--- config.mk ---
export PLATFORM = sky130hd
export DESIGN_NAME = nec_result_queue
export DESIGN_NICKNAME = d
export VERILOG_FILES = /design/src/sv/nearest_exemplar_classifier_unit_assert.svh /design/src/sv/nec_pkg.sv /design/src/sv/nec_result_queue.sv
export SDC_FILE = /design/constraint.sdc
export NUM_CORES = 1
export LEC_CHECK = 0
export BUFFER_PORTS_ARGS = -buffer_cell sky130_fd_sc_hd__buf_2
export CORE_ASPECT_RATIO = 0.9
export CORE_MARGIN = 1
export CORE_UTILIZATION = 33
export CTS_CLUSTER_SIZE = 12
export DETAILED_ROUTE_END_ITERATION = 16
export PLACE_DENSITY_LB_ADDON = 0.15
export SLEW_MARGIN = 10
export SYNTH_ARGS = -nofsm -noshare
export SYNTH_HDL_FRONTEND = slang
export SYNTH_SLANG_ARGS = --single-unit
export TNS_END_PERCENT = 1
--- constraint.sdc ---
create_clock -name clk -period 1.5 [get_ports clk]
set_input_delay 0.3 -clock clk [delete_from_list [all_inputs] [get_ports clk]]
set_output_delay 0.3 -clock clk [all_outputs]
set_load 0.05 [all_outputs]
--- src/sv/nearest_exemplar_classifier_unit_assert.svh ---
// ----------------------------------------------------------------------------
// Assertion macros for the nearest exemplar classifier
// Concurrent checks sampled on the rising clock edge, muted while in reset.
// ----------------------------------------------------------------------------
`ifndef NEAREST_EXEMPLAR_CLASSIFIER_UNIT_ASSERT_SVH
`define NEAREST_EXEMPLAR_CLASSIFIER_UNIT_ASSERT_SVH

// Consequent must hold in the same cycle as the antecedent
`define NEC_ASSERT_SAME(name_, clk_, rst_n_, ante_, cons_) \
    name_: assert property (@(posedge clk_) disable iff (!rst_n_) (ante_) |-> (cons_)) \
        else $error("nec check failed in the same cycle");

// Consequent must hold in the cycle after the antecedent
`define NEC_ASSERT_NEXT(name_, clk_, rst_n_, ante_, cons_) \
    name_: assert property (@(posedge clk_) disable iff (!rst_n_) (ante_) |=> (cons_)) \
        else $error("nec check failed one cycle later");

`endif

--- src/sv/nec_pkg.sv ---
// ----------------------------------------------------------------------------
// nec_pkg
// Shared codes, types and field widths of the nearest exemplar classifier.
// ----------------------------------------------------------------------------
`default_nettype none

package nec_pkg;

    // Fixed field widths
    localparam int OP_BITS    = 2;
    localparam int LABEL_BITS = 4;
    localparam int KIND_BITS  = 2;
    localparam int COUNT_BITS = 7;
    localparam int CFG_IDX_BITS  = 2;
    localparam int CFG_DATA_BITS = 5;

    // Operation codes, read on the first element of a vector
    localparam logic [OP_BITS-1:0] OP_ADD   = 2'd0;
    localparam logic [OP_BITS-1:0] OP_QUERY = 2'd1;
    localparam logic [OP_BITS-1:0] OP_CLEAR = 2'd2;
    localparam logic [OP_BITS-1:0] OP_NONE  = 2'd3;

    // Result kinds
    localparam logic [KIND_BITS-1:0] KIND_ADD_ACK   = 2'd0;
    localparam logic [KIND_BITS-1:0] KIND_PREDICT   = 2'd1;
    localparam logic [KIND_BITS-1:0] KIND_CLEAR_ACK = 2'd2;

    // Configuration register indexes
    localparam logic [CFG_IDX_BITS-1:0] REG_VECTOR_LENGTH  = 2'd0;
    localparam logic [CFG_IDX_BITS-1:0] REG_LABEL_COUNT    = 2'd1;
    localparam logic [CFG_IDX_BITS-1:0] REG_FALLBACK_LABEL = 2'd2;

    // Sequencer states
    typedef enum logic [1:0] {
        ST_RUN   = 2'b01,
        ST_SWEEP = 2'b10
    } nec_state_t;

    // Broadcast controls from the sequencer to every cell
    typedef struct packed {
        logic write_elem;   // add element: selected cell stores it
        logic write_label;  // add accepted: selected cell stores the label
        logic acc_en;       // squared difference in flight is added
        logic acc_first;    // ... and restarts the distance
    } nec_cell_ctrl_t;

    // One result item
    typedef struct packed {
        logic [KIND_BITS-1:0]  kind;
        logic                  status;
        logic [LABEL_BITS-1:0] predicted_label;
        logic [COUNT_BITS-1:0] stored_count;
    } nec_result_t;

endpackage

`default_nettype wire

--- src/sv/nec_result_queue.sv ---
// ----------------------------------------------------------------------------
// nec_result_queue
// Two-entry result buffer: output register plus skid entry.
// ----------------------------------------------------------------------------
`default_nettype none

module nec_result_queue (
    input  wire                  clk,
    input  wire                  rst_n,
    input  wire                  push,
    input  wire nec_pkg::nec_result_t push_data,
    output logic                 full,
    output logic                 head_valid,
    input  wire                  head_stall,
    output nec_pkg::nec_result_t head_data
);

    nec_pkg::nec_result_t head_reg;
    nec_pkg::nec_result_t tail_reg;
    logic                 head_vld_reg;
    logic                 tail_vld_reg;
    logic                 pop;

    assign pop = head_vld_reg && !head_stall;

    // Payload movement
    always_ff @(posedge clk)
    begin
        if (push)
        begin
            if (!head_vld_reg || (pop && !tail_vld_reg))
                head_reg <= push_data;
            else if (pop)
            begin
                head_reg <= tail_reg;
                tail_reg <= push_data;
            end
            else
                tail_reg <= push_data;
        end
        else if (pop)
            head_reg <= tail_reg;
    end

    // Occupancy
    always_ff @(posedge clk or negedge rst_n)
    begin
        if (!rst_n)
        begin
            head_vld_reg <= 1'b0;
            tail_vld_reg <= 1'b0;
        end
        else
        begin
            if (push)
            begin
                if (!head_vld_reg || (pop && !tail_vld_reg))
                    head_vld_reg <= 1'b1;
                else if (!pop)
                    tail_vld_reg <= 1'b1;
            end
            else if (pop)
            begin
                head_vld_reg <= tail_vld_reg;
                tail_vld_reg <= 1'b0;
            end
        end
    end

    assign full       = tail_vld_reg;
    assign head_valid = head_vld_reg;
    assign head_data  = head_reg;

endmodule

`default_nettype wire
==> results of run 1 <==
## layout by cell type (no fill, tap or decap), drive strengths merged
cell	netlist	routed
nor2b	1	1
o22ai	1	1
dlygate4sd3	0	1
buf	3	38
mux2	28	28
o21ai	1	1
dfxtp	14	14
dfrtp	2	2
edfxtp	14	14
inv	2	2
a21oi	1	1
nand2	2	2
clkbuf	0	8
nor2	1	1
## final cells by class
type,instances,area [um^2]
well taps,44,55.1
repair buffers,39,250
fillers,322,1880
clock buffers,8,80.1
multi-input cells,35,427
inverters,2,7.51
flip-flops and latches,30,753
## through the flow
stage	util (%)	instances	TNS, ns	power (W)	setup slack (ns)
6_report	45.5	158	0	0.00246	0.0914
5_1_grt	45.5	158	0	0.00258	0.0345
4_1_cts	45.5	158	0	0.00250	0.0785
3_5_place_dp	42.9	149	0	0.00188	0.0518
3_3_place_gp	42.9	149	0	0.00187	0.0641
2_1_floorplan	-	70	-1.18	0.00169	-0.118
## worst max-delay path, stage by stage, from the launching register on
cell and delay [ns]:
dfrtp_2 0.38, nor2b_4 0.17, buf_12 0.14, mux2_2 0.32
mux2_1 0.28
## kinds of logic (layout without fill, tap and decap cells)
logic type	Yosys count	after routing	share of synthesized area (%)
buffers and inverters	5	49	3.81
muxes	28	28	31.5
DFF	30	30	61.9
AOI/OAI and AO/OA	3	3	1.34
and+or+nand+nor	4	4	1.44
## report_power, final
part	switching (W)	internal, W	total, W
sequential	0.0000549	0.000994	0.00105
combinational	0.000485	0.000325	0.000810
clock	0.000276	0.000329	0.000605
## how the worst max path moves through the flow
stage	end	slack, ns	cells after the start	from
after global routing	head_data[3]$_DFF_P_	0.03	4	head_valid$_DFFE_PN0P_
after CTS	head_data[3]$_DFF_P_	0.08	4	head_valid$_DFFE_PN0P_
after global placement	head_data[3]$_DFF_P_	0.06	5	head_stall
final	head_data[3]$_DFF_P_	0.09	4	head_valid$_DFFE_PN0P_
after floorplan	head_data[10]$_DFF_P_	-0.12	5	head_valid$_DFFE_PN0P_
after detailed placement	head_data[3]$_DFF_P_	0.05	5	head_stall
## what timing repair did
action                                  4_1_cts  5_1_grt
endpoints found under the hold margin         2        0
gates resized for setup                       0        0
hold buffers                                  1        0
endpoints found under the setup margin        0        0
## per-layer routing
metal  global-route usage (%)  vias to the layer above
li1                         -                      338
met1                     12.4                      324
met2                     19.7                       23
met3                     7.31                        6
met4                     6.52                        0
met5                        0                        -
==> flow_summary.json, run 1 <==
{
  "clk_latency_ns": 0.28,
  "slew_headroom_pct": 83.2,
  "viasPerCell": 4.37,
  "fp.coreArea_um2": 3450,
  "crit_arrival_ns": 1.57,
  "ys_ff_latch": 30,
  "die_w_um": 65.9,
  "yosys_warnings": 0,
  "startpoint_type": "flop",
  "synth_area_leader_cell": "edfxtp_1",
  "num_io_pins": 34,
  "drive_gt1_share_pct": 64.9,
  "worstRegToRegCells": 4,
  "cts_setup_buffers": 0,
  "synthTopCellsByCount": "18 x mux2_4, 14 x dfxtp_1, 14 x edfxtp_1, 9 x mux2_2",
  "drtIter0Drc": 46,
  "post-route-cell-area_um2": 1570,
  "ys_async_sr_fraction_pct": 6.67,
  "worstSetupPathType": "flop to flop",
  "reg2reg_from": "head_valid$_DFFE_PN0P_",
  "synth.most_common_cell": "mux2_4",
  "numCtsBuffers": 5,
  "rsz0062_at_grt": "false",
  "status": "complete, no violations",
  "powerDensity_nw_per_um2": 1570,
  "hold_viol_final": 0,
  "routabilityCongestion": 0.600,
  "worst_pin_slew_ns": 0.254,
  "period_minus_slack_ns": 1.41,
  "slew_violations": 0,
  "n_antenna_cell": 0,
  "dpl_cell_area_um2": 1480,
  "port_buffers": 33,
  "grt_pass1_vias": 716,
  "dr.pass1.iters": 3,
  "hold-path-endpoint": "tail_reg[3]$_DFFE_PP_",
  "antenna_left": 0,
  "cts_tree": "built",
  "grt_pass1_wl_um": 3240,
  "highest_layer": "met4",
  "syn-num-nets": 88,
  "p_leak_nw": 0.707,
  "wl_per_cell_um": 12.7,
  "fin_crit_sh_pct": 93.9,
  "htreeDepth": 2,
  "fin_hold_ws_ns": 0.207,
  "vias": 691,
  "area_growth_pct": 29.6,
  "syn_area_um2": 1210,
  "synth.avg_cell_area_um2": 17.3,
  "setup-violations-final": 0,
  "synthCells": 70,
  "dr_wl_met3_um": 156,
  "layout.nets": 131,
  "vdd_drop_max_uv": 673,
  "cts.sink_count": 30,
  "synth.area.top_cells": "edfxtp_1 35%, dfxtp_1 23%, mux2_4 22%, mux2_2 8.4%, dfrtp_1 4.1%",
  "totalWireLength_um": 2010,
  "grt_start_max_net_pins": 15,
  "hp-class": "input pin to flop",
  "maxCapViolations": 0,
  "grtUsageTotal_pct": 12.2,
  "r2r_slack_ns": 0.09,
  "synth.distinct_cells": 16,
  "worstHoldStart": "push_data[3]",
  "die-area_um2": 3920,
  "clk_path_buf_depth": 2,
  "drc": 0,
  "dieHeight_um": 59.5,
  "grt_overflow": 0,
  "yosysSeqAreaShare_pct": 61.9,
  "initial_core_util_pct": 35.1,
  "path_max_fanout": 9,
  "antenna_found_initial": 0,
  "synth_edf_count": 14,
  "r2r_end": "head_data[3]$_DFF_P_",
  "dpl.hpwl_um": 1340,
  "clk_pin_slew_ns": 0.06,
  "root_buffer": "clkbuf_8",
  "max_freq_mhz": 710,
  "wl_met1_um": 858,
  "worstPathRequired_ns": 1.67,
  "synthFlopType": "edfxtp_1",
  "skew_ns": 0.00360,
  "worstHoldPathCells": 1,
  "wl_met2_um": 942,
  "yosysTopAreaCellShare_pct": 34.6,
  "fp-row-count": 20,
  "endpoint_kind": "flop"
}
(Power assumes the default switching activity.)
==> inputs of run 2 (changes only) <==
==> constraint.sdc (replaced) <==
create_clock -name clk -period 1.1 [get_ports clk]
set_input_delay 0.22 -clock clk [delete_from_list [all_inputs] [get_ports clk]]
set_output_delay 0.22 -clock clk [all_outputs]
set_load 0.05 [all_outputs]
==> flow_summary.json, run 2 (synthesized netlist as in run 1, its figures left out) <==
{
  "totalWireLength_um": 2060,
  "grt_pass1_vias": 712,
  "grt_start_max_net_pins": 15,
  "fp-row-count": 20,
  "maxCapViolations": 0,
  "dr.pass1.iters": 2,
  "dpl.hpwl_um": 1380,
  "skew_ns": 0.00257,
  "routabilityCongestion": 0.648,
  "grtUsageTotal_pct": 12.0,
  "powerDensity_nw_per_um2": 2140,
  "mostFrequentLayoutCells": "21 x mux2_4, 18 x buf_2, 14 x dfxtp_1, 14 x edfxtp_1, 11 x buf_4",
  "cpMostUsedCell": "mux2_2",
  "vias": 711,
  "max_stage_delay_ns": 0.35,
  "num_io_pins": 34,
  "clk_latency_ns": 0.27,
  "dieHeight_um": 59.5,
  "multi_input_area_um2": 443,
  "drtIter0Drc": 16,
  "cpLargestDelayFamily": "multiplexers",
  "post-route-cell-area_um2": 1660,
  "worstSetupPathType": "flop to flop",
  "antenna_left": 0,
  "viasPerCell": 4.44,
  "layout_commonest_cell": "mux2_4",
  "p_leak_nw": 0.751,
  "startpoint_type": "flop",
  "timing.setup.tns_ns": -5.16,
  "port_buffers": 33,
  "worstPathRequired_ns": 1.27,
  "drc": 0,
  "layout.nets": 133,
  "drive_gt1_share_pct": 67.2,
  "slew_headroom_pct": 83.5,
  "area_growth_pct": 36.7,
  "max_freq_mhz": 732,
  "failed_checks": "setup timing",
  "vdd_drop_max_uv": 1040,
  "hold_viol_final": 0,
  "slew_violations": 0,
  "power_w": 0.00354,
  "fillCellCount": 317,
  "antenna_found_initial": 0,
  "worstHoldPathCells": 1,
  "endpoint_kind": "flop",
  "n_antenna_cell": 0,
  "clk_path_buf_depth": 2,
  "hp-class": "input pin to flop",
  "finalWorstSetupSlack_ns": -0.267,
  "die-area_um2": 3920,
  "cp_slowest_cell": "dfrtp_2",
  "dpl_cell_area_um2": 1500,
  "initial_core_util_pct": 35.1,
  "status": "finished, violations left",
  "grt_overflow": 0,
  "path_max_fanout": 9,
  "cp.depth": 4,
  "grt_pass1_wl_um": 3220,
  "fin_crit_sh_pct": 124,
  "cts_setup_buffers": 0,
  "path_buf_inv": 1,
  "wl_per_cell_um": 12.9,
  "htreeDepth": 2,
  "cts_tree": "built",
  "fp.coreArea_um2": 3450,
  "path_cells": "nor2b_4 > buf_12 > mux2_2 > mux2_2",
  "clk_pin_slew_ns": 0.06,
  "die_w_um": 65.9,
  "seq_area_um2": 753,
  "cts.sink_count": 30,
  "worst_pin_slew_ns": 0.249,
  "worstRegToRegCells": 4,
  "numCtsBuffers": 5,
  "root_buffer": "clkbuf_8",
  "period_minus_slack_ns": 1.37,
  "rsz0062_at_grt": "true",
  "crit_arrival_ns": 1.53,
  "setup-violations-final": 30
}
run 2: what timing repair did:
action / 4_1_cts / 5_1_grt
hold endpoints to repair: 2 / 0
endpoints found under the setup margin: 36 / 38
hold buffers: 1 / 0
gates resized for setup: 11 / 12
pin swaps: 0 / 1
cloned: 0 / 0
run 2: metrics by stage:
step                      std cells  hold WS, ns  util [%]  setup WS [ns]
final                           160        0.130      48.0         -0.267
after global routing            160        0.116      48.0         -0.317
after CTS                       160        0.123      47.2         -0.278
after detailed placement        151       0.0126      43.4         -0.280
after global placement          151      0.00698      43.4         -0.268
after floorplan                  70      -0.0756         -         -0.518
run 2: routing by layer:
metal  GRT usage (%)  part of all wire, %
met1            12.6                   45
met2            19.2                   47
met3            7.31                  7.0
met4            5.59                 0.78
met5               0                    0
run 2: area by class of cell:
class	count	share of cell area [%]
sequential	30	45.4
multi-input combinational	35	26.7
timing repair buffer	41	18.7
clock buffer	8	5.43
tap	44	3.32
inverter	2	0.452
run 2: where the power goes:
group / internal (W) / total (W) / switching (W)
combinational: 0.000544 / 0.00122 / 0.000677
sequential: 0.00136 / 0.00143 / 0.0000777
clock: 0.000509 / 0.000889 / 0.000380
run 2: final timing paths:
check                                            start                endpoint  slack (ns)
worst min-delay path                      push_data[2]   tail_reg[2]$_DFFE_PP_        0.13
worst max register to register  head_valid$_DFFE_PN0P_   head_data[13]$_DFF_P_       -0.27
min in group asynchronous                        rst_n  head_valid$_DFFE_PN0P_        0.29
max in group asynchronous                        rst_n        full$_DFFE_PN0P_        0.69
worst min register to register   tail_reg[1]$_DFFE_PP_    head_data[1]$_DFF_P_        0.60
worst max-delay path            head_valid$_DFFE_PN0P_   head_data[13]$_DFF_P_       -0.27
