$ cat config.mk
export PLATFORM = sky130hd
export DESIGN_NAME = nec_cell
export DESIGN_NICKNAME = d
export VERILOG_FILES = /design/src/sv/nearest_exemplar_classifier_unit_assert.svh /design/src/sv/nec_pkg.sv /design/src/sv/nec_cell.sv
export SDC_FILE = /design/constraint.sdc
export NUM_CORES = 1
export LEC_CHECK = 0
export BUFFER_PORTS_ARGS = -buffer_cell sky130_fd_sc_hd__buf_4
export CELL_PAD_IN_SITES_DETAIL_PLACEMENT = 0
export CELL_PAD_IN_SITES_GLOBAL_PLACEMENT = 1
export CORE_MARGIN = 2
export CORE_UTILIZATION = 56
export CTS_BUF_LIST = sky130_fd_sc_hd__clkbuf_16
export DETAILED_ROUTE_END_ITERATION = 8
export HOLD_SLACK_MARGIN = 0.03
export PLACE_DENSITY = 0.87
export SLEW_MARGIN = 20
export SYNTH_ARGS = -nofsm -noshare
export SYNTH_HDL_FRONTEND = slang
export SYNTH_SLANG_ARGS = --single-unit
$ cat constraint.sdc
create_clock -name clk -period 22.6 [get_ports clk]
set_input_delay 3.39 -clock clk [delete_from_list [all_inputs] [get_ports clk]]
set_output_delay 3.39 -clock clk [all_outputs]
set_load 0.05 [all_outputs]
$ cat src/sv/nearest_exemplar_classifier_unit_assert.svh
// ----------------------------------------------------------------------------
// Assertion macros for the nearest exemplar classifier
// Concurrent checks sampled on the rising clock edge, muted while in reset.
// ----------------------------------------------------------------------------
`ifndef NEAREST_EXEMPLAR_CLASSIFIER_UNIT_ASSERT_SVH
`define NEAREST_EXEMPLAR_CLASSIFIER_UNIT_ASSERT_SVH

// Consequent must hold in the same cycle as the antecedent
`define NEC_ASSERT_SAME(name_, clk_, rst_n_, ante_, cons_) \
    name_: assert property (@(posedge clk_) disable iff (!rst_n_) (ante_) |-> (cons_)) \
        else $error("nec check failed in the same cycle");

// Consequent must hold in the cycle after the antecedent
`define NEC_ASSERT_NEXT(name_, clk_, rst_n_, ante_, cons_) \
    name_: assert property (@(posedge clk_) disable iff (!rst_n_) (ante_) |=> (cons_)) \
        else $error("nec check failed one cycle later");

`endif

$ cat src/sv/nec_pkg.sv
// ----------------------------------------------------------------------------
// nec_pkg
// Shared codes, types and field widths of the nearest exemplar classifier.
// ----------------------------------------------------------------------------
`default_nettype none

package nec_pkg;

    // Fixed field widths
    localparam int OP_BITS    = 2;
    localparam int LABEL_BITS = 4;
    localparam int KIND_BITS  = 2;
    localparam int COUNT_BITS = 7;
    localparam int CFG_IDX_BITS  = 2;
    localparam int CFG_DATA_BITS = 5;

    // Operation codes, read on the first element of a vector
    localparam logic [OP_BITS-1:0] OP_ADD   = 2'd0;
    localparam logic [OP_BITS-1:0] OP_QUERY = 2'd1;
    localparam logic [OP_BITS-1:0] OP_CLEAR = 2'd2;
    localparam logic [OP_BITS-1:0] OP_NONE  = 2'd3;

    // Result kinds
    localparam logic [KIND_BITS-1:0] KIND_ADD_ACK   = 2'd0;
    localparam logic [KIND_BITS-1:0] KIND_PREDICT   = 2'd1;
    localparam logic [KIND_BITS-1:0] KIND_CLEAR_ACK = 2'd2;

    // Configuration register indexes
    localparam logic [CFG_IDX_BITS-1:0] REG_VECTOR_LENGTH  = 2'd0;
    localparam logic [CFG_IDX_BITS-1:0] REG_LABEL_COUNT    = 2'd1;
    localparam logic [CFG_IDX_BITS-1:0] REG_FALLBACK_LABEL = 2'd2;

    // Sequencer states
    typedef enum logic [1:0] {
        ST_RUN   = 2'b01,
        ST_SWEEP = 2'b10
    } nec_state_t;

    // Broadcast controls from the sequencer to every cell
    typedef struct packed {
        logic write_elem;   // add element: selected cell stores it
        logic write_label;  // add accepted: selected cell stores the label
        logic acc_en;       // squared difference in flight is added
        logic acc_first;    // ... and restarts the distance
    } nec_cell_ctrl_t;

    // One result item
    typedef struct packed {
        logic [KIND_BITS-1:0]  kind;
        logic                  status;
        logic [LABEL_BITS-1:0] predicted_label;
        logic [COUNT_BITS-1:0] stored_count;
    } nec_result_t;

endpackage

`default_nettype wire

$ cat src/sv/nec_cell.sv
// ----------------------------------------------------------------------------
// nec_cell
// One exemplar slot: holds its elements and label, accumulates the squared
// distance to a streamed query and passes the running nearest to its neighbor.
// ----------------------------------------------------------------------------
`default_nettype none

module nec_cell #(
    parameter int FEATURE_BITS = 16,
    parameter int MAX_LENGTH   = 16,
    parameter int CNT_W        = 7,
    parameter int DIST_W       = 37,
    parameter int INDEX        = 0,
    parameter int POS_W        = (MAX_LENGTH > 1) ? $clog2(MAX_LENGTH) : 1
) (
    input  wire                                   clk,
    input  wire                                   rst_n,
    input  wire nec_pkg::nec_cell_ctrl_t          ctrl,
    input  wire        [CNT_W-1:0]                entry_count,
    input  wire        [POS_W-1:0]                pos_idx,
    input  wire signed [FEATURE_BITS-1:0]         feature,
    input  wire        [nec_pkg::LABEL_BITS-1:0]  label,
    input  wire                                   prev_have,
    input  wire        [DIST_W-1:0]               prev_dist,
    input  wire        [nec_pkg::LABEL_BITS-1:0]  prev_label,
    output logic                                  best_have,
    output logic       [DIST_W-1:0]               best_dist,
    output logic       [nec_pkg::LABEL_BITS-1:0]  best_label
);

    localparam int SQ_W  = 2 * (FEATURE_BITS + 1);
    localparam int SUM_W = ((DIST_W > SQ_W) ? DIST_W : SQ_W) + 1;

    logic signed [FEATURE_BITS-1:0]        elem_reg [MAX_LENGTH];
    logic        [nec_pkg::LABEL_BITS-1:0] label_reg;
    logic        [SQ_W-1:0]                sq_reg;
    logic        [DIST_W-1:0]              dist_reg;
    logic        [DIST_W-1:0]              dist_next;
    logic        [DIST_W-1:0]              best_dist_reg;
    logic        [nec_pkg::LABEL_BITS-1:0] best_label_reg;
    logic                                  best_have_reg;

    logic                                  selected;
    logic                                  occupied;
    logic signed [FEATURE_BITS:0]          diff;
    logic        [FEATURE_BITS:0]          mag;
    logic        [SQ_W-1:0]                sq_comb;
    logic        [DIST_W-1:0]              base;
    logic        [SUM_W-1:0]               sum;
    logic                                  take;

    assign selected = (CNT_W'(INDEX) == entry_count);
    assign occupied = (CNT_W'(INDEX) <  entry_count);

    // Stage one: absolute difference and its square
    assign diff    = {feature[FEATURE_BITS-1], feature}
                   - {elem_reg[pos_idx][FEATURE_BITS-1], elem_reg[pos_idx]};
    assign mag     = diff[FEATURE_BITS] ? $unsigned(-diff) : $unsigned(diff);
    assign sq_comb = mag * mag;

    // Stage two: saturating accumulate
    assign base = ctrl.acc_first ? '0 : dist_reg;
    assign sum  = SUM_W'(base) + SUM_W'(sq_reg);
    always_comb
    begin
        if (|sum[SUM_W-1:DIST_W])
            dist_next = '1;
        else
            dist_next = sum[DIST_W-1:0];
    end

    // Nearest so far: strictly smaller wins, so the lower index keeps ties
    assign take = occupied && (!prev_have || (dist_reg < prev_dist));

    // Exemplar storage
    always_ff @(posedge clk)
    begin
        if (ctrl.write_elem && selected)
            elem_reg[pos_idx] <= feature;
        if (ctrl.write_label && selected)
            label_reg <= label;
        sq_reg <= sq_comb;
    end

    // Distance and chain registers
    always_ff @(posedge clk or negedge rst_n)
    begin
        if (!rst_n)
        begin
            dist_reg       <= '0;
            best_have_reg  <= 1'b0;
            best_dist_reg  <= '0;
            best_label_reg <= '0;
        end
        else
        begin
            if (ctrl.acc_en)
                dist_reg <= dist_next;
            best_have_reg  <= prev_have | occupied;
            best_dist_reg  <= take ? dist_reg  : prev_dist;
            best_label_reg <= take ? label_reg : prev_label;
        end
    end

    assign best_have  = best_have_reg;
    assign best_dist  = best_dist_reg;
    assign best_label = best_label_reg;

endmodule

`default_nettype wire

==> metrics.cfg, run 1 <==
[timing]
slew_headroom_pct=36.2
timing.final.crit_share_pct=60.1
worstMarginPinSlew_ns=0.957
fmax_mhz=73.6
setup_viol=0
rsz0062_at_grt=no
fin_crit_ns=13.59
hold_viol=0
skew_ns=0.0480
holdWs_ns=0.480
maxSlewViolCount=0
fin_setup_tns_ns=0

[job]
timing.max_cap.violations=0

[floorplan]
io_pins=121
start_util_pct=57.1
die_h_um=217
fp.coreArea_um2=44400
placementRows=77
die-area_um2=47000
die_w_um=217

[placed_design]
hpwl_um=42900
portBuffers=120
globalplace.congestion=0.899

[clock_tree]
clk_path_buf_depth=3
cts.clk_slew.worst_paths_ns=0.06
holdBufCountCts=0
cts_setup_buffers=0
cts_resized=0
clock-sinks=372
clock_latency_ns=0.58
ctsRootBufferMaster=clkbuf_16
htree_levels=2
cts_inserted_buffers=37
cts_tree=built

[routing]
wl_per_cell_um=20.6
drt-pass1-iter-count=7
wl_um=58800
drtIter0Drc=1094
num_vias=16100
remaining_drc_errors=0
ant_nets=0
viasPerCell=5.66

[finish]
largest_reg_flops=256
area_growth_pct=11.1
multi_input_area_um2=13400
final_cell_mix=inv_1, edfxtp_1, fa_1
fillerInstances=3346
regArea_um2=10400
final_nets=2694
drive_gt1_share_pct=15.8
antennaDiodeCount=0
final_common_cell=inv_1

[critical_path]
r2r.worst_path.cells=36
path_buf_inv=6
cp_data_required_time_ns=23.06
worstReg2RegStart=elem_reg[6][0]
cpPeakStageDelay_ns=0.68
crit_slowest_cell=xnor2_2
crit_path_end_kind=register
r2r-end=sq_reg[31]
crit_type=in -> reg
rrSetupSlack_ns=12.25
start_kind=input port
endpoint=sq_reg[31]
cpMostUsedCell=fa_1
crit_family=adder cells
startpoint=pos_idx[0]
critPathArrivalTime_ns=14.05
cp.depth=34
cp_max_fo=41

[synth]
ys_seq_area_share_pct=41.2
syn-cell-area_um2=25400
ys_ff_latch=372
synth_ff_type=edfxtp_1
ys_warn_count=0
avgSynthCellArea_um2=12.1
synthArstFlopShare_pct=21.2
synth_edf_count=260
synth_area_leaders=edfxtp_1, fa_1, ha_1, dfrtp_1, mux4_2
synth_largest_area_cell=edfxtp_1
synthCells=2091
yosys.cell_types.count=80
synth_top_area_share_pct=30.8

[run_status]
status=complete, no violations

[global_route]
grt_pass1_wl_um=93900
grt_use_total_pct=25.9
grt_max_degree=80
overflow=0
grt_pass1_vias=17000
grt_antenna_before_repair=0

[min_path]
hold_path_class=reg -> reg

==> Yosys cell counts (4+ instances only) <==
master    instances
a211oi_1          5
a21boi_0          5
a21o_1           50
a21oi_1          82
a221oi_1          5
a31oi_1          22
and2_1            7
and3_1           12
buf_1             4
buf_2            13
clkbuf_1         40
dfrtp_1          79
dfxtp_1          33
edfxtp_1        260
fa_1            194
ha_1            191
inv_1           333
inv_2             4
mux2_2           41
mux4_2           80
nand2_1         120
nand2_2           6
nand2b_1         13
nand3_1          26
nand4_1           7
nor2_1          150
nor2b_1          46
nor3_1           18
o21a_1           12
o21ai_0          43
o21bai_1          7
o22a_1           13
or2_2             5
or3_1             6
xnor2_1          61
xnor2_2           4
xor2_1           31
==> routing by layer <==
layer / track usage (%) / wire [um]
met2: 47.2 / 31200
met3: 3.27 / 3040
met1: 32.7 / 23000
met5: 0 / 0
met4: 7.19 / 1530
==> worst reg2reg max path, delay by kind of cell (launching register included) <==
family | cells | cell delay (ns)
AO/OA/AOI/OAI | 9 | 2.35
flip-flops | 1 | 0.37
adder cells (fa/ha/maj) | 8 | 3.45
AND/OR/NAND/NOR | 9 | 1.91
XOR/XNOR | 2 | 0.32
buffers and inverters | 6 | 0.85
multiplexers | 2 | 0.97
==> logic make-up after synthesis <==
kind of cell	share of synthesized area [%]
simple gates	8.22
mux	8.96
flops	41.2
fa+ha+maj	24.7
xor+xnor	3.54
other cells	0.0296
buf+inv	6.01
compound gates	7.30
==> metrics by stage <==
step,area (um2),utilization (%),std cells,worst slack (ns)
floorplan,25400,-,2101,9.09
global placement,27000,60.8,2783,8.58
detailed placement,27000,60.8,2783,8.42
CTS,28200,63.4,2851,8.94
global route,28200,63.5,2851,8.24
finish,28200,63.5,2851,9.01
==> area by class of cell <==
class                   count  area share, %
well taps                 592           2.63
repair buffers            150           4.01
multi-input cells        1331           47.7
clock buffers              37           3.29
flip-flops and latches    372           37.1
inverters                 338           4.50
clock inverters            31          0.826
==> worst min-delay path by stage <==
stage	from	endpoint	slack, ns	depth (start not counted)
final	label_reg[3]	best_label[3]	0.48	1
after global placement	label_reg[3]	best_label[3]	0.46	1
after detailed placement	label_reg[3]	best_label[3]	0.47	1
after floorplan	label_reg[3]	best_label[3]	0.45	1
after CTS	label_reg[3]	best_label[3]	0.48	1
after global routing	label_reg[3]	best_label[3]	0.50	1
Power of run 1 is not shown: default switching activity piles up to over one toggle a cycle in this logic, so the estimate is an artifact.
==> inputs of run 2 (changes only) <==
Settings changed: CORE_UTILIZATION 56 to 52, PLACE_DENSITY 0.87 to 0.82.
Clock period 22.6 ns to 14 ns, I/O delays scaled along.
==> run 2 against run 1 <==
Compared with the run above:
- via count down 0.46%
- wire length shrank 1.2%
- clock-buffer cell count increased by 3
- die area rose by 7.5%
- sequential share of layout area down 0.15 points
- utilization shrank 4.4 points
- global-route usage fell by 2.1 points
- cell area increased by 0.39%
- first-iteration DRC count increased by 10%
- setup slack lost 7.4 ns
==> metrics.cfg, run 2 (synthesis gave the netlist of run 1 again) <==
[timing]
fin_crit_ns=12.35
fmax_mhz=81.0
holdWs_ns=0.483  ; +0.00355 ns
fin_setup_tns_ns=0  ; unchanged
setup_slack_ns=1.65  ; -7.36 ns
slew_headroom_pct=33.0  ; -3.3 points
setup_viol=0  ; unchanged
timing.final.crit_share_pct=88.2
hold_viol=0  ; unchanged
maxSlewViolCount=0  ; unchanged
skew_ns=0.0266  ; -0.0214 ns
rsz0062_at_grt=no
worstMarginPinSlew_ns=0.998  ; +0.0418 ns

[finish]
fillerInstances=3836  ; +15%
final_cell_mix=inv_1, edfxtp_1, fa_1
area_growth_pct=11.6
final_nets=2699  ; +0.19%
multi_input_area_um2=13400  ; unchanged
largest_reg_flops=256  ; unchanged
final_area_um2=28300  ; +0.39%
final_common_cell=inv_1
drive_gt1_share_pct=16.1  ; +0.33 points
regArea_um2=10400  ; unchanged

[clock_tree]
clk_path_buf_depth=3  ; unchanged
cts_tree=built
cts_resized=0  ; unchanged
ctsRootBufferMaster=clkbuf_16
clock-sinks=372  ; unchanged
holdBufCountCts=0  ; unchanged
cts_inserted_buffers=40  ; +8.1%
cts_setup_buffers=0  ; unchanged
clock_latency_ns=0.57  ; about the same
cts.clk_slew.worst_paths_ns=0.05  ; about the same
htree_levels=2  ; unchanged

[routing]
wl_um=58100  ; -1.2%
remaining_drc_errors=0  ; unchanged
wl_per_cell_um=20.2  ; -2.1%
drt-pass1-iter-count=5  ; -2
drtIter0Drc=1208  ; +10%
num_vias=16100  ; -0.46%
viasPerCell=5.58  ; -1.4%
ant_nets=0  ; unchanged

[global_route]
grt_max_degree=80  ; unchanged
grt_antenna_before_repair=1  ; +1
overflow=0  ; unchanged
grt_pass1_vias=17000  ; +0.15%
grt_pass1_wl_um=92400  ; -1.6%
grt_use_total_pct=23.8  ; -2.1 points

[critical_path]
cpPeakStageDelay_ns=0.80  ; +0.12 ns
crit_type=in -> reg
critPathArrivalTime_ns=12.83  ; -1.22 ns
crit_path_end_kind=register
cpMostUsedCell=fa_1
start_kind=input port
cp_data_required_time_ns=14.48  ; -8.58 ns
crit_slowest_cell=xnor2_1
cp_max_fo=30  ; -27%

[floorplan]
die-area_um2=50600  ; +7.5%
start_util_pct=52.9  ; -4.2 points
die_w_um=225  ; +3.7%
die_h_um=225  ; +3.7%
fp.coreArea_um2=47900  ; +8.0%
placementRows=80  ; +3.9%
io_pins=121  ; unchanged

[placed_design]
globalplace.congestion=0.920  ; +2.3%
hpwl_um=43100  ; +0.42%
post-place-ws_ns=1.09  ; -7.33 ns
portBuffers=120  ; unchanged
dpl_cell_area_um2=27100  ; +0.16%

[job]
timing.max_cap.violations=0  ; unchanged

[min_path]
hold_path_class=reg -> reg

[run_status]
status=complete, no violations

-- run 2: cell types whose count changed in the layout (fill, tap and decap cells not counted), sizes merged --
cell,before,now
buf,150,152
clkbuf,37,40
clkinvlp,1,0
diode,0,1
-- run 2: layout make-up --
cell class | instances | area share [%]
diodes | 1 | 0.00884
well taps | 615 | 2.72
clock buffers | 40 | 3.54
multi-input cells | 1331 | 47.5
clock inverters | 30 | 0.787
repair buffers | 152 | 4.05
inverters | 338 | 4.48
flip-flops and latches | 372 | 36.9
-- run 2: per-stage QoR --
stage / cells / utilization (%)
3_3_place_gp: 2808 / 56.4
5_1_grt: 2879 / 59.0
2_1_floorplan: 2101 / -
6_report: 2879 / 59.0
3_5_place_dp: 2808 / 56.4
4_1_cts: 2878 / 59.0
-- run 2: worst max-delay path, delay by kind of cell --
family / cells / cell delay, ns
buf+inv: 8 / 1.63
fa+ha+maj: 8 / 3.59
xor+xnor: 2 / 0.97
mux: 2 / 1.06
compound gates: 11 / 2.43
simple gates: 5 / 1.00
-- run 2: routing by layer --
metal,track usage (%),share of wire [%]
met4,9.76,3.9
met2,41.4,51
met1,29.8,40
met5,0,0
met3,3.59,5.1
-- run 2: worst paths after layout --
path | startpoint | endpoint | slack [ns] | cells after the start
min in group asynchronous | rst_n | best_dist[8] | 1.58 | 1
hold reg to reg | label_reg[3] | best_label[3] | 0.48 | 1
hold / removal | label_reg[3] | best_label[3] | 0.48 | 1
setup / recovery | pos_idx[0] | sq_reg[31] | 1.65 | 36
max in group asynchronous | rst_n | best_dist[17] | 11.89 | 1
setup reg to reg | elem_reg[10][2] | sq_reg[31] | 3.56 | 36
Power of run 2 is left out for the same reason.
